$ cat config.mk
export PLATFORM = sky130hd
export DESIGN_NAME = nibble_serial_clock_registers_core_flat
export DESIGN_NICKNAME = d
export VERILOG_FILES = /design/src/sv/nscr_pkg.sv /design/src/sv/nscr_in_if.sv /design/src/sv/nscr_out_if.sv /design/src/sv/nibble_serial_clock_registers_core.sv /design/src/sv/nscr_ctrl.sv /design/src/sv/nscr_dp.sv /design/src/flat_wrapper.sv
export SDC_FILE = /design/constraint.sdc
export NUM_CORES = 1
export LEC_CHECK = 0
export CORE_MARGIN = 1
export CORE_UTILIZATION = 30
export DETAILED_ROUTE_END_ITERATION = 7
export DONT_BUFFER_PORTS = 1
export SLEW_MARGIN = 40
export SYNTH_ARGS = -nofsm -noshare
export SYNTH_HDL_FRONTEND = slang
export SYNTH_SLANG_ARGS = --single-unit
$ cat constraint.sdc
create_clock -name clk -period 2.2 [get_ports clk]
set_input_delay 0.11 -clock clk [delete_from_list [all_inputs] [get_ports clk]]
set_output_delay 0.11 -clock clk [all_outputs]
set_load 0.005 [all_outputs]
$ cat src/sv/nscr_pkg.sv
// Shared types, constants and BCD helper functions for the nibble-serial clock register port.
package nscr_pkg;

	localparam int unsigned REG_COUNT = 16;
	localparam int unsigned IDX_W     = 4;
	localparam int unsigned BYTE_W    = 8;
	localparam int unsigned NIB_W     = 4;

	localparam logic OP_WRITE = 1'b0;
	localparam logic OP_READ  = 1'b1;

	localparam logic [IDX_W-1:0] REG_SECONDS = 4'd0;
	localparam logic [IDX_W-1:0] REG_MINUTES = 4'd1;
	localparam logic [IDX_W-1:0] REG_HOURS   = 4'd2;
	localparam logic [IDX_W-1:0] REG_DAY     = 4'd3;
	localparam logic [IDX_W-1:0] REG_MONTH   = 4'd4;
	localparam logic [IDX_W-1:0] REG_YEAR    = 4'd5;
	localparam logic [IDX_W-1:0] REG_WEEKDAY = 4'd6;

	typedef enum logic [2:0] {
		PH_IDLE = 3'b001,
		PH_HIGH = 3'b010,
		PH_LOW  = 3'b100
	} phase_t;

	typedef enum logic [1:0] {
		NIB_ZERO = 2'd0,
		NIB_HIGH = 2'd1,
		NIB_LOW  = 2'd2
	} nib_sel_t;

	typedef struct packed {
		logic     sel_load;
		logic     high_load;
		logic     store_wr;
		logic     out_load;
		nib_sel_t nib_sel;
	} ctl_cmd_t;

	typedef struct packed {
		logic [7:0] write_byte;
		logic [5:0] now_seconds;
		logic [5:0] now_minutes;
		logic [4:0] now_hours;
		logic [4:0] now_day;
		logic [3:0] now_month;
		logic [7:0] now_year;
		logic [2:0] now_weekday;
	} clk_item_t;

	// Two-digit BCD of a value below 100.
	function automatic logic [7:0] bcd_of(input logic [6:0] v);
		logic [3:0] tens;
		logic [6:0] rest;
		tens = 4'd0;
		rest = v;
		for (int i = 1; i < 10; i++) begin
			if (v >= 7'(i * 10)) begin
				tens = 4'(i);
				rest = v - 7'(i * 10);
			end
		end
		return {tens, rest[3:0]};
	endfunction

	function automatic logic [6:0] year_mod100(input logic [7:0] y);
		logic [7:0] r;
		if (y >= 8'd200) begin
			r = y - 8'd200;
		end else if (y >= 8'd100) begin
			r = y - 8'd100;
		end else begin
			r = y;
		end
		return r[6:0];
	endfunction

	// Weekday shifted by two, wrapped over seven days, counted from one.
	function automatic logic [6:0] weekday_code(input logic [2:0] w);
		logic [3:0] t;
		t = {1'b0, w} + 4'd2;
		if (t >= 4'd7) begin
			t = t - 4'd7;
		end
		return {3'b000, t} + 7'd1;
	endfunction

endpackage

$ cat src/sv/nscr_in_if.sv
// Request channel interface: access kind, data byte and clock inputs with valid/ready.
interface nscr_in_if import nscr_pkg::*; ();
	logic       valid;
	logic       ready;
	logic       op;
	logic [7:0] write_byte;
	logic [5:0] now_seconds;
	logic [5:0] now_minutes;
	logic [4:0] now_hours;
	logic [4:0] now_day;
	logic [3:0] now_month;
	logic [7:0] now_year;
	logic [2:0] now_weekday;

	modport source(output valid, op, write_byte, now_seconds, now_minutes, now_hours,
		now_day, now_month, now_year, now_weekday, input ready);
	modport sink(input valid, op, write_byte, now_seconds, now_minutes, now_hours,
		now_day, now_month, now_year, now_weekday, output ready);
endinterface

$ cat src/sv/nscr_out_if.sv
// Response channel interface: read nibble with valid/ready.
interface nscr_out_if import nscr_pkg::*; ();
	logic             valid;
	logic             ready;
	logic [NIB_W-1:0] read_nibble;

	modport source(output valid, read_nibble, input ready);
	modport sink(input valid, read_nibble, output ready);
endinterface

$ cat src/sv/nibble_serial_clock_registers_core.sv
// Top level of the nibble-serial clock register port: controller plus datapath.
// A read word is answered in the cycle after it is accepted, from a result register.
// Throughput: one word per cycle, reads or writes; a pending read result only stalls
// the request side when it is not taken in the same cycle.
// Reset (arst_n low, asynchronous): the phase returns to idle, the selected register and
// the pending high nibble clear, all sixteen store bytes clear and no result is valid.
module nibble_serial_clock_registers_core import nscr_pkg::*; (
	input logic clk,
	input logic arst_n,
	nscr_in_if.sink    req,
	nscr_out_if.source rsp
);

	// The access protocol walks three phases. A write while idle picks the register
	// from the low nibble of its byte. In the next phase a write latches a high nibble
	// and a read returns the high nibble of the selected register. In the last phase a
	// write stores the full byte and a read returns the low nibble; both go back to idle.

	ctl_cmd_t  cmd;
	clk_item_t item;

	// The controller owns the phase, the handshake and the valid flag of the result.
	nscr_ctrl u_ctrl (
		.clk       (clk),
		.arst_n    (arst_n),
		.in_valid  (req.valid),
		.in_op     (req.op),
		.out_ready (rsp.ready),
		.in_ready  (req.ready),
		.out_valid (rsp.valid),
		.cmd       (cmd)
	);

	// Gather the payload of the request word for the datapath.
	assign item.write_byte  = req.write_byte;
	assign item.now_seconds = req.now_seconds;
	assign item.now_minutes = req.now_minutes;
	assign item.now_hours   = req.now_hours;
	assign item.now_day     = req.now_day;
	assign item.now_month   = req.now_month;
	assign item.now_year    = req.now_year;
	assign item.now_weekday = req.now_weekday;

	// The datapath holds the selection, pending nibble and store, and forms the
	// BCD view of the clock for registers 0 to 6.
	nscr_dp u_dp (
		.clk         (clk),
		.arst_n      (arst_n),
		.cmd         (cmd),
		.item        (item),
		.read_nibble (rsp.read_nibble)
	);

endmodule

$ cat src/sv/nscr_ctrl.sv
// Phase state machine and handshake control of the nibble-serial clock register port.
module nscr_ctrl import nscr_pkg::*; (
	input  logic     clk,
	input  logic     arst_n,
	input  logic     in_valid,
	input  logic     in_op,
	input  logic     out_ready,
	output logic     in_ready,
	output logic     out_valid,
	output ctl_cmd_t cmd
);

	phase_t state_q, state_nxt;
	logic   out_valid_q;
	logic   accept;

	assign in_ready  = !out_valid_q || out_ready;
	assign accept    = in_valid && in_ready;
	assign out_valid = out_valid_q;

	always_comb begin
		state_nxt     = state_q;
		cmd.sel_load  = 1'b0;
		cmd.high_load = 1'b0;
		cmd.store_wr  = 1'b0;
		cmd.out_load  = 1'b0;
		cmd.nib_sel   = NIB_ZERO;
		if (accept) begin
			if (in_op == OP_READ) begin
				cmd.out_load = 1'b1;
				case (state_q)
					PH_HIGH: begin
						cmd.nib_sel = NIB_HIGH;
						state_nxt   = PH_LOW;
					end
					PH_LOW: begin
						cmd.nib_sel = NIB_LOW;
						state_nxt   = PH_IDLE;
					end
					default: begin
						// A read while idle returns zero and leaves the phase alone.
						cmd.nib_sel = NIB_ZERO;
					end
				endcase
			end else begin
				case (state_q)
					PH_HIGH: begin
						cmd.high_load = 1'b1;
						state_nxt     = PH_LOW;
					end
					PH_LOW: begin
						cmd.store_wr = 1'b1;
						state_nxt    = PH_IDLE;
					end
					default: begin
						cmd.sel_load = 1'b1;
						state_nxt    = PH_HIGH;
					end
				endcase
			end
		end
	end

	always_ff @(posedge clk or negedge arst_n) begin
		if (!arst_n) begin
			state_q     <= PH_IDLE;
			out_valid_q <= 1'b0;
		end else begin
			state_q <= state_nxt;
			if (cmd.out_load) begin
				out_valid_q <= 1'b1;
			end else if (out_ready) begin
				out_valid_q <= 1'b0;
			end
		end
	end

endmodule

$ cat src/sv/nscr_dp.sv
// Datapath: register selection, pending nibble, byte store, BCD clock view and read register.
module nscr_dp import nscr_pkg::*; (
	input  logic             clk,
	input  logic             arst_n,
	input  ctl_cmd_t         cmd,
	input  clk_item_t        item,
	output logic [NIB_W-1:0] read_nibble
);

	logic [IDX_W-1:0]  sel_q;
	logic [NIB_W-1:0]  pend_q;
	logic [BYTE_W-1:0] store_q [REG_COUNT];
	logic [NIB_W-1:0]  nib_q;
	logic [BYTE_W-1:0] reg_val;
	logic [NIB_W-1:0]  nib_nxt;

	// Registers 0 to 6 show the clock inputs of the current access in BCD.
	always_comb begin
		case (sel_q)
			REG_SECONDS: reg_val = bcd_of({1'b0, item.now_seconds});
			REG_MINUTES: reg_val = bcd_of({1'b0, item.now_minutes});
			REG_HOURS:   reg_val = bcd_of({2'b00, item.now_hours});
			REG_DAY:     reg_val = bcd_of({2'b00, item.now_day});
			REG_MONTH:   reg_val = bcd_of({3'b000, item.now_month} + 7'd1);
			REG_YEAR:    reg_val = bcd_of(year_mod100(item.now_year));
			REG_WEEKDAY: reg_val = bcd_of(weekday_code(item.now_weekday));
			default:     reg_val = store_q[sel_q];
		endcase
	end

	always_comb begin
		case (cmd.nib_sel)
			NIB_HIGH: nib_nxt = reg_val[BYTE_W-1:NIB_W];
			NIB_LOW:  nib_nxt = reg_val[NIB_W-1:0];
			default:  nib_nxt = '0;
		endcase
	end

	always_ff @(posedge clk or negedge arst_n) begin
		if (!arst_n) begin
			sel_q  <= '0;
			pend_q <= '0;
			for (int i = 0; i < REG_COUNT; i++) begin
				store_q[i] <= '0;
			end
		end else begin
			if (cmd.sel_load) begin
				sel_q <= item.write_byte[IDX_W-1:0];
			end
			if (cmd.high_load) begin
				pend_q <= item.write_byte[NIB_W-1:0];
			end
			if (cmd.store_wr) begin
				store_q[sel_q] <= {pend_q, item.write_byte[NIB_W-1:0]};
			end
		end
	end

	always_ff @(posedge clk) begin
		if (cmd.out_load) begin
			nib_q <= nib_nxt;
		end
	end

	assign read_nibble = nib_q;

endmodule

$ cat src/flat_wrapper.sv
// flat-port wrapper written by rule: the top's interface ports become plain ports
module nibble_serial_clock_registers_core_flat import nscr_pkg::*;
  (clk, arst_n, req_valid, req_op, req_write_byte, req_now_seconds, req_now_minutes, req_now_hours, req_now_day, req_now_month, req_now_year, req_now_weekday, req_ready, rsp_valid, rsp_read_nibble, rsp_ready);
  nscr_in_if req_i ();
  nscr_out_if rsp_i ();
  input logic clk;
  input logic arst_n;
  input wire logic [$bits(req_i.valid)-1:0] req_valid;
  input wire logic [$bits(req_i.op)-1:0] req_op;
  input wire logic [$bits(req_i.write_byte)-1:0] req_write_byte;
  input wire logic [$bits(req_i.now_seconds)-1:0] req_now_seconds;
  input wire logic [$bits(req_i.now_minutes)-1:0] req_now_minutes;
  input wire logic [$bits(req_i.now_hours)-1:0] req_now_hours;
  input wire logic [$bits(req_i.now_day)-1:0] req_now_day;
  input wire logic [$bits(req_i.now_month)-1:0] req_now_month;
  input wire logic [$bits(req_i.now_year)-1:0] req_now_year;
  input wire logic [$bits(req_i.now_weekday)-1:0] req_now_weekday;
  output wire logic [$bits(req_i.ready)-1:0] req_ready;
  output wire logic [$bits(rsp_i.valid)-1:0] rsp_valid;
  output wire logic [$bits(rsp_i.read_nibble)-1:0] rsp_read_nibble;
  input wire logic [$bits(rsp_i.ready)-1:0] rsp_ready;
  assign req_i.valid = req_valid;
  assign req_i.op = req_op;
  assign req_i.write_byte = req_write_byte;
  assign req_i.now_seconds = req_now_seconds;
  assign req_i.now_minutes = req_now_minutes;
  assign req_i.now_hours = req_now_hours;
  assign req_i.now_day = req_now_day;
  assign req_i.now_month = req_now_month;
  assign req_i.now_year = req_now_year;
  assign req_i.now_weekday = req_now_weekday;
  assign req_ready = req_i.ready;
  assign rsp_valid = rsp_i.valid;
  assign rsp_read_nibble = rsp_i.read_nibble;
  assign rsp_i.ready = rsp_ready;
  nibble_serial_clock_registers_core u_core (.clk(clk), .arst_n(arst_n), .req(req_i), .rsp(rsp_i));
endmodule
# --- Word-level counts from Yosys, hierarchy flattened ---
# Cells that the tools add are included.
totals:
  wordCells: 305
  latchBits: 0
  in_bits: 50
  regBits: 144
  ramBits: 0
  memories: 0
  output_inout_bits: 6
  mem_bits_ro: 0
op_classes:
  shifts: 0
  n_div: 0
  n_bitwise: 1
  n_reduce_logical: 8
  eq_ne: 11
  mux: 139
  addsub: 63
  magnitude_cmp: 62
  mul: 0
op_table:
  columns: ["operator", "count"]
  rows:
  - ["$mux W4", 109]
  - ["$bwmux W128", 1]
  - ["$sub A4 B4 Y4 const B", 31]
  - ["$ge A5 B7 Y1 const B", 12]
  - ["$sub A4 B3 Y4 const B", 15]
  - ["$pmux W8 S7", 1]
  - ["$ge A5 B5 Y1 const B", 9]
  - ["$ge A6 B7 Y1 const B", 6]
  - ["$ge A5 B6 Y1 const B", 6]
  - ["$ge A6 B6 Y1 const B", 6]
  - ["$bmux W8 S4", 1]
  - ["$demux W8 S4", 1]
  - ["$sub A4 B1 Y4 const B", 7]
  - ["$ge A6 B5 Y1 const B", 4]
  - ["$mux W8", 3]
  - ["$ge A7 B6 Y1 const B", 3]
  - ["$ge A7 B7 Y1 const B", 3]
  - ["$mux W7", 3]
  - ["$ge A5 B4 Y1 const B", 4]
  - ["$sub A4 B2 Y4 const B", 5]
  - ["$ge A7 B5 Y1 const B", 2]
  - ["$sub A7 B7 Y7 const B", 2]
  - ["$eq A4 B3 Y1 const B", 3]
  - ["$ge A6 B4 Y1 const B", 2]
  - ["28 further kinds", 45]

# --- Depth between registers and ports, before layout ---
depth:
  word_depth: 17
  ltp_mapped: 18
  mapped_depth_nobuf: 16

# --- Hierarchy ---
# From an unflattened synthesis, not the netlist that was laid out.
unflattened:
  cells_unflattened: 774
  area_unflattened_um2: 7305.8
by_module_without_submodules:
  columns: ["module", "instances", "cells_per_inst", "area_per_inst_um2"]
  rows:
  - ["nscr_dp", 1, 743, 7053.0]
  - ["nscr_ctrl", 1, 31, 252.7]

# --- Worst setup path before layout ---
# OpenSTA, ideal clock, no wires.
synth_timing:
  kind: "in2reg"
  from: "input port req_now_year[3]"
  to: "register u_core.u_dp.nib_q[1] (netlist: u_core.u_dp.read_nibble[1]), data pin"
  t_arrival_ns: 3.398
  setup_ns: 0.256
  cell_stages: 16
  required_ns: 1.944
  path_slack_ns: -1.454
  cell_sequence: "buf_2 -> inv_1 -> ha_1 -> or3b_4 -> a21oi_1 -> a21o_2 -> and2_1 -> clkbuf_1 -> ha_1 -> nand2_1 -> a211oi_1 -> o31ai_1 -> a221o_1 -> or3_1 -> a31o_1 -> a22o_1"
synth_between:
  elab_chain_cells: 16
  word_cells_on_any_way: 44
  classes_between: "add/sub: 11; order compare: 11; mux: 22"
synth_rtl:
  columns: ["item", "line", "source"]
  rows:
  - ["from (decl)", "flat_wrapper.sv:16", "input wire logic [$bits(req_i.now_year)-1:0] req_now_year;"]
  - ["$sub A7 B7 Y7 or $ge A8 B7 Y1 (tied branches)", "nscr_pkg.sv:71, nscr_pkg.sv:70", null]
  - ["$mux W7", "nscr_pkg.sv:70", "end else if (y >= 8'd100) begin"]
  - ["$mux W7 (*)", "nscr_pkg.sv:68", "if (y >= 8'd200) begin"]
  - ["$mux W7 (*)", "nscr_dp.sv:19", "case (sel_q)"]
  - ["$ge A7 B4 Y1 or $sub A4 B4 Y4 (tied branches)", "nscr_pkg.sv:58, nscr_pkg.sv:60", null]
  - ["$mux W4 (9 in a row)", "nscr_pkg.sv:58", "if (v >= 7'(i * 10)) begin"]
  - ["$pmux W8 S7 (*)", "nscr_dp.sv:19", null]
  - ["$pmux W4 S2 (*)", "nscr_dp.sv:32", "case (cmd.nib_sel)"]
  - ["to (signal assigned)", "nscr_dp.sv:61", "nib_q <= nib_nxt;"]
  - ["to (decl)", "nscr_dp.sv:13", "logic [NIB_W-1:0] nib_q;"]
# Every way passes the cells marked *; elsewhere a longest branch is shown, timed or not. The select of a mux whose other input is x is not followed.
# A chain may end at the register's enable or synchronous reset.

# --- Final worst setup path ---
layout_timing:
  from: "input port req_now_weekday[1]"
  to: "register u_core.u_dp.nib_q[2] (netlist: u_core.u_dp.read_nibble[2]), data pin"
layout_between:
  elab_chain_cells: 17
  word_cells_on_any_way: 42
  classes_between: "add/sub: 12; order compare: 10; mux: 20"
layout_rtl:
  columns: ["item", "line", "source"]
  rows:
  - ["from (decl)", "flat_wrapper.sv:17", "input wire logic [$bits(req_i.now_weekday)-1:0] req_now_weekday;"]
  - ["$add A3 B2 Y4 (*)", "nscr_pkg.sv:81", "t = {1'b0, w} + 4'd2;"]
  - ["$sub A4 B3 Y4 or $ge A4 B3 Y1 (tied branches)", "nscr_pkg.sv:83, nscr_pkg.sv:82", null]
  - ["$mux W4 (*)", "nscr_pkg.sv:82", "if (t >= 4'd7) begin"]
  - ["$mux W4 (*)", "nscr_dp.sv:19", null]
  - ["$add A4 B1 Y5 (*)", "nscr_pkg.sv:85", "return {3'b000, t} + 7'd1;"]
  - ["$sub A4 B4 Y4 or $ge A5 B4 Y1 (tied branches)", "nscr_pkg.sv:60, nscr_pkg.sv:58", null]
  - ["$mux W4 (9 in a row)", "nscr_pkg.sv:58", null]
  - ["$pmux W8 S7 (*)", "nscr_dp.sv:19", null]
  - ["$pmux W4 S2 (*)", "nscr_dp.sv:32", null]
# Marked as above.

==> out/results.ini <==
[run_status]
outcome=finished with violations
violations=negative setup slack

[routing]
vias=6603
drc=0
vias_per_cell=5.195
drt_iter0_markers=359
wirelength_um=20940
final_antenna_net_count=0
routedWlPerCell_um=16.47
firstDrtPassIters=5

[clocking]
worstSkewPairLatency_ns=0.34
h-tree-depth=3
clockRootBuffer=clkbuf_16
cts_tree=done
clock_sinks=88
path_clk_slew_ns=0.07
cts_buffers=9
cts_max_path_buffers=2

[grt]
grt.total_usage_pct=17.41
gr-total-overflow=0
grt_pass1_wl_um=34350
grt_antenna_before_repair=0
grt_pass1_vias=6599
grt_max_degree=85

[power]
peakVddDrop_v=0.0005377
powerDensity_nw_per_um2=797.9
p_total_mw=7.793
p_leak_nw=4.451

[sta]
grt_setup_unrepaired=true
hold_viol=0
fmax_mhz=339.7
post-route-min-period_ns=2.944
tightestPinTransition_ns=0.7793
min_period_over_period_pct=133.8
worst_slack_ns=-0.7436
fin_skew_ns=0.01128
final-setup-viol-count=4
slew_viol_final=0
maxSlewHeadroom_pct=47.37
hold_slack_ns=0.005577

[floorplanning]
num_rows=56
ioPinCount=56
fp.dieW_um=157.6
core_area_sq_um=23610
start_util_pct=30.78
dieArea_sq_um=24850
die_h_um=157.6

[setup_path]
cp-startpoint=req_now_weekday[1]
path_common_cell=ha_4
arrival_ns=3.03
cp-end-kind=register
crit_type=in2reg
cp-start-kind=primary input
required_ns=2.29
critPathTopFamily=adder cells
worst-path-max-fanout=5
crit_chain=inv_12 -> ha_4 -> fa_2 -> mux2_4 -> ha_4 -> xnor2_4 -> inv_2 -> buf_4 -> ha_4 -> or2_2 -> a221o_1 -> a41oi_2 -> nand4_1 -> a22oi_1 -> o21ai_1
critPathMaxStageDelay_ns=0.40
timing.rr.start=u_core.u_ctrl.out_valid
cp.buffers_inverters=3
slowest_stage=fa_2

[synthesis]
synthCells=763
synthTopCellsByCount=dfrtp_1, mux2_2, nand2_1, ha_1, nor2_1
syn_area_sq_um=7267
yosysSeqAreaShare_pct=30.60
ys.flop_type=dfrtp_1
syn_avg_cell_area_sq_um=9.524
synthSimpleGateAreaFrac_pct=14.33
synth_area_leaders=dfrtp_1, mux2_2, ha_1, mux4_2, nand2_1
ys_ff_latch=88
synth_compound_area_share_pct=20.94
synth_top_family_by_area=compound AO/OA/AOI/OAI gates
yosysTopAreaCellShare_pct=28.58
synth_edf_count=4
synth_most_common_cell=dfrtp_1
yosys-mux-area-fraction_pct=18.89
synth_fa_ha_area_share_pct=9.056
synth_nets=865
synthDistinctLibCells=85
synth_area_leader_cell=dfrtp_1
yosysWarningCount=0
async_flop_share_pct=95.45
synth_xor_xnor_area_share_pct=1.687

[cells_and_area]
fillers=2287
finalNonFillerCells=1271
layout-drive-gt1-share_pct=40.55
seq_area_sq_um=2225
multi_input_area_sq_um=5044
syn_to_final_growth_pct=34.40
fin_nets=1049
antennaDiodeCount=0

[placed_design]
pre_cts_ws_ns=-1.064
routabilityCongestion=0.9224
hpwlAfterDp_um=16270
io_buffers=0
placed_cells=1244

[job]
cap_violations=0

[worst_hold_path]
hold_path.class=in2reg
hp-start=req_op

-- worst paths after layout --
kind	endpoint	slack, ns	cells after the start
setup / recovery	u_core.u_dp.read_nibble[2]	-0.74	15
hold / removal	u_core.u_ctrl.state_q[2]	0.006	2
setup reg to reg	u_core.u_dp.read_nibble[3]	-0.36	14
hold reg to reg	u_core.u_dp.store_q[14]	0.50	1
max in group asynchronous	u_core.u_ctrl.state_q[0]	1.51	2
min in group asynchronous	u_core.u_dp.store_q[21]	0.34	2
-- where the power goes --
group	switching, mW	internal, mW	total [mW]
sequential	0.312	2.01	2.32
combinational	1.92	2.05	3.98
clock	0.704	0.790	1.49
total	2.94	4.85	7.79
-- through the flow --
| stage | utilization, % | instance area (sq um) | setup TNS, ns |
|---|---|---|---|
| after floorplan | - | 7548 | -3.235 |
| after CTS | 40.90 | 9657 | -2.316 |
| final | 41.36 | 9767 | -2.346 |
| after detailed placement | 39.21 | 9258 | -4.013 |
| after global placement | 39.21 | 9258 | -3.902 |
| after global routing | 41.36 | 9767 | -2.949 |
-- sequential cells by signal, indices dropped and copies added, names as in the netlist --
name,flops
u_core.u_ctrl.state_q,3
u_core.u_dp.sel_q,4
u_core.u_ctrl.out_valid,1
u_core.u_dp.store_q,72
u_core.u_dp.pend_q,4
u_core.u_dp.read_nibble,4
-- cells by family (layout without fill, tap and decap cells) --
logic type | count (synthesis) | in the layout
buffers and inverters | 81 | 270
adder cells (fa/ha/maj) | 52 | 52
XOR/XNOR | 14 | 14
multiplexers | 107 | 107
AND/OR/NAND/NOR | 204 | 204
flip-flops | 88 | 88
AO/OA/AOI/OAI | 217 | 217
-- cell type report --
cell class                 instances  area share, %
clock buffer                       9          2.306
clock inverter                     7         0.6277
inverter                          44          1.960
multi-input combinational        594          51.64
sequential                        88          22.78
tap                              319          4.087
timing repair buffer             210          16.60
-- per-layer routing --
layer | track usage [%] | up-vias | routed length (um)
li1 | - | 3248 | -
met1 | 23.29 | 3233 | 9652
met2 | 30.06 | 108 | 10380
met3 | 2.518 | 14 | 750
met4 | 2.681 | 0 | 156
met5 | 0 | - | 0
-- layout by cell type (no fill, tap or decap), drive strengths merged, types with 6 or more instances in the layout --
cell type,instances
buf,205
mux2,81
nand2,58
xor2,6
o311ai,6
inv,47
o22ai,12
a21boi,7
xnor2,8
dfrtp,83
a22oi,7
and3,6
nand2b,13
nand3,19
nor3,10
a31oi,8
nor2b,11
a21o,6
mux4,16
o21ai,44
nor2,46
o211ai,11
nor3b,6
ha,51
mux2i,10
a21oi,38
a211oi,15
and2,6
o31ai,9
clkbuf,9
-- what timing repair did --
action / in CTS / in global routing
pin swaps: 2 / 15
setup buffers: 0 / 6
endpoints found under the hold margin: 128 / 0
hold buffers: 6 / 0
gates resized for setup: 6 / 14
setup endpoints to repair: 4 / 32
Power figures use the tool's default switching activity.
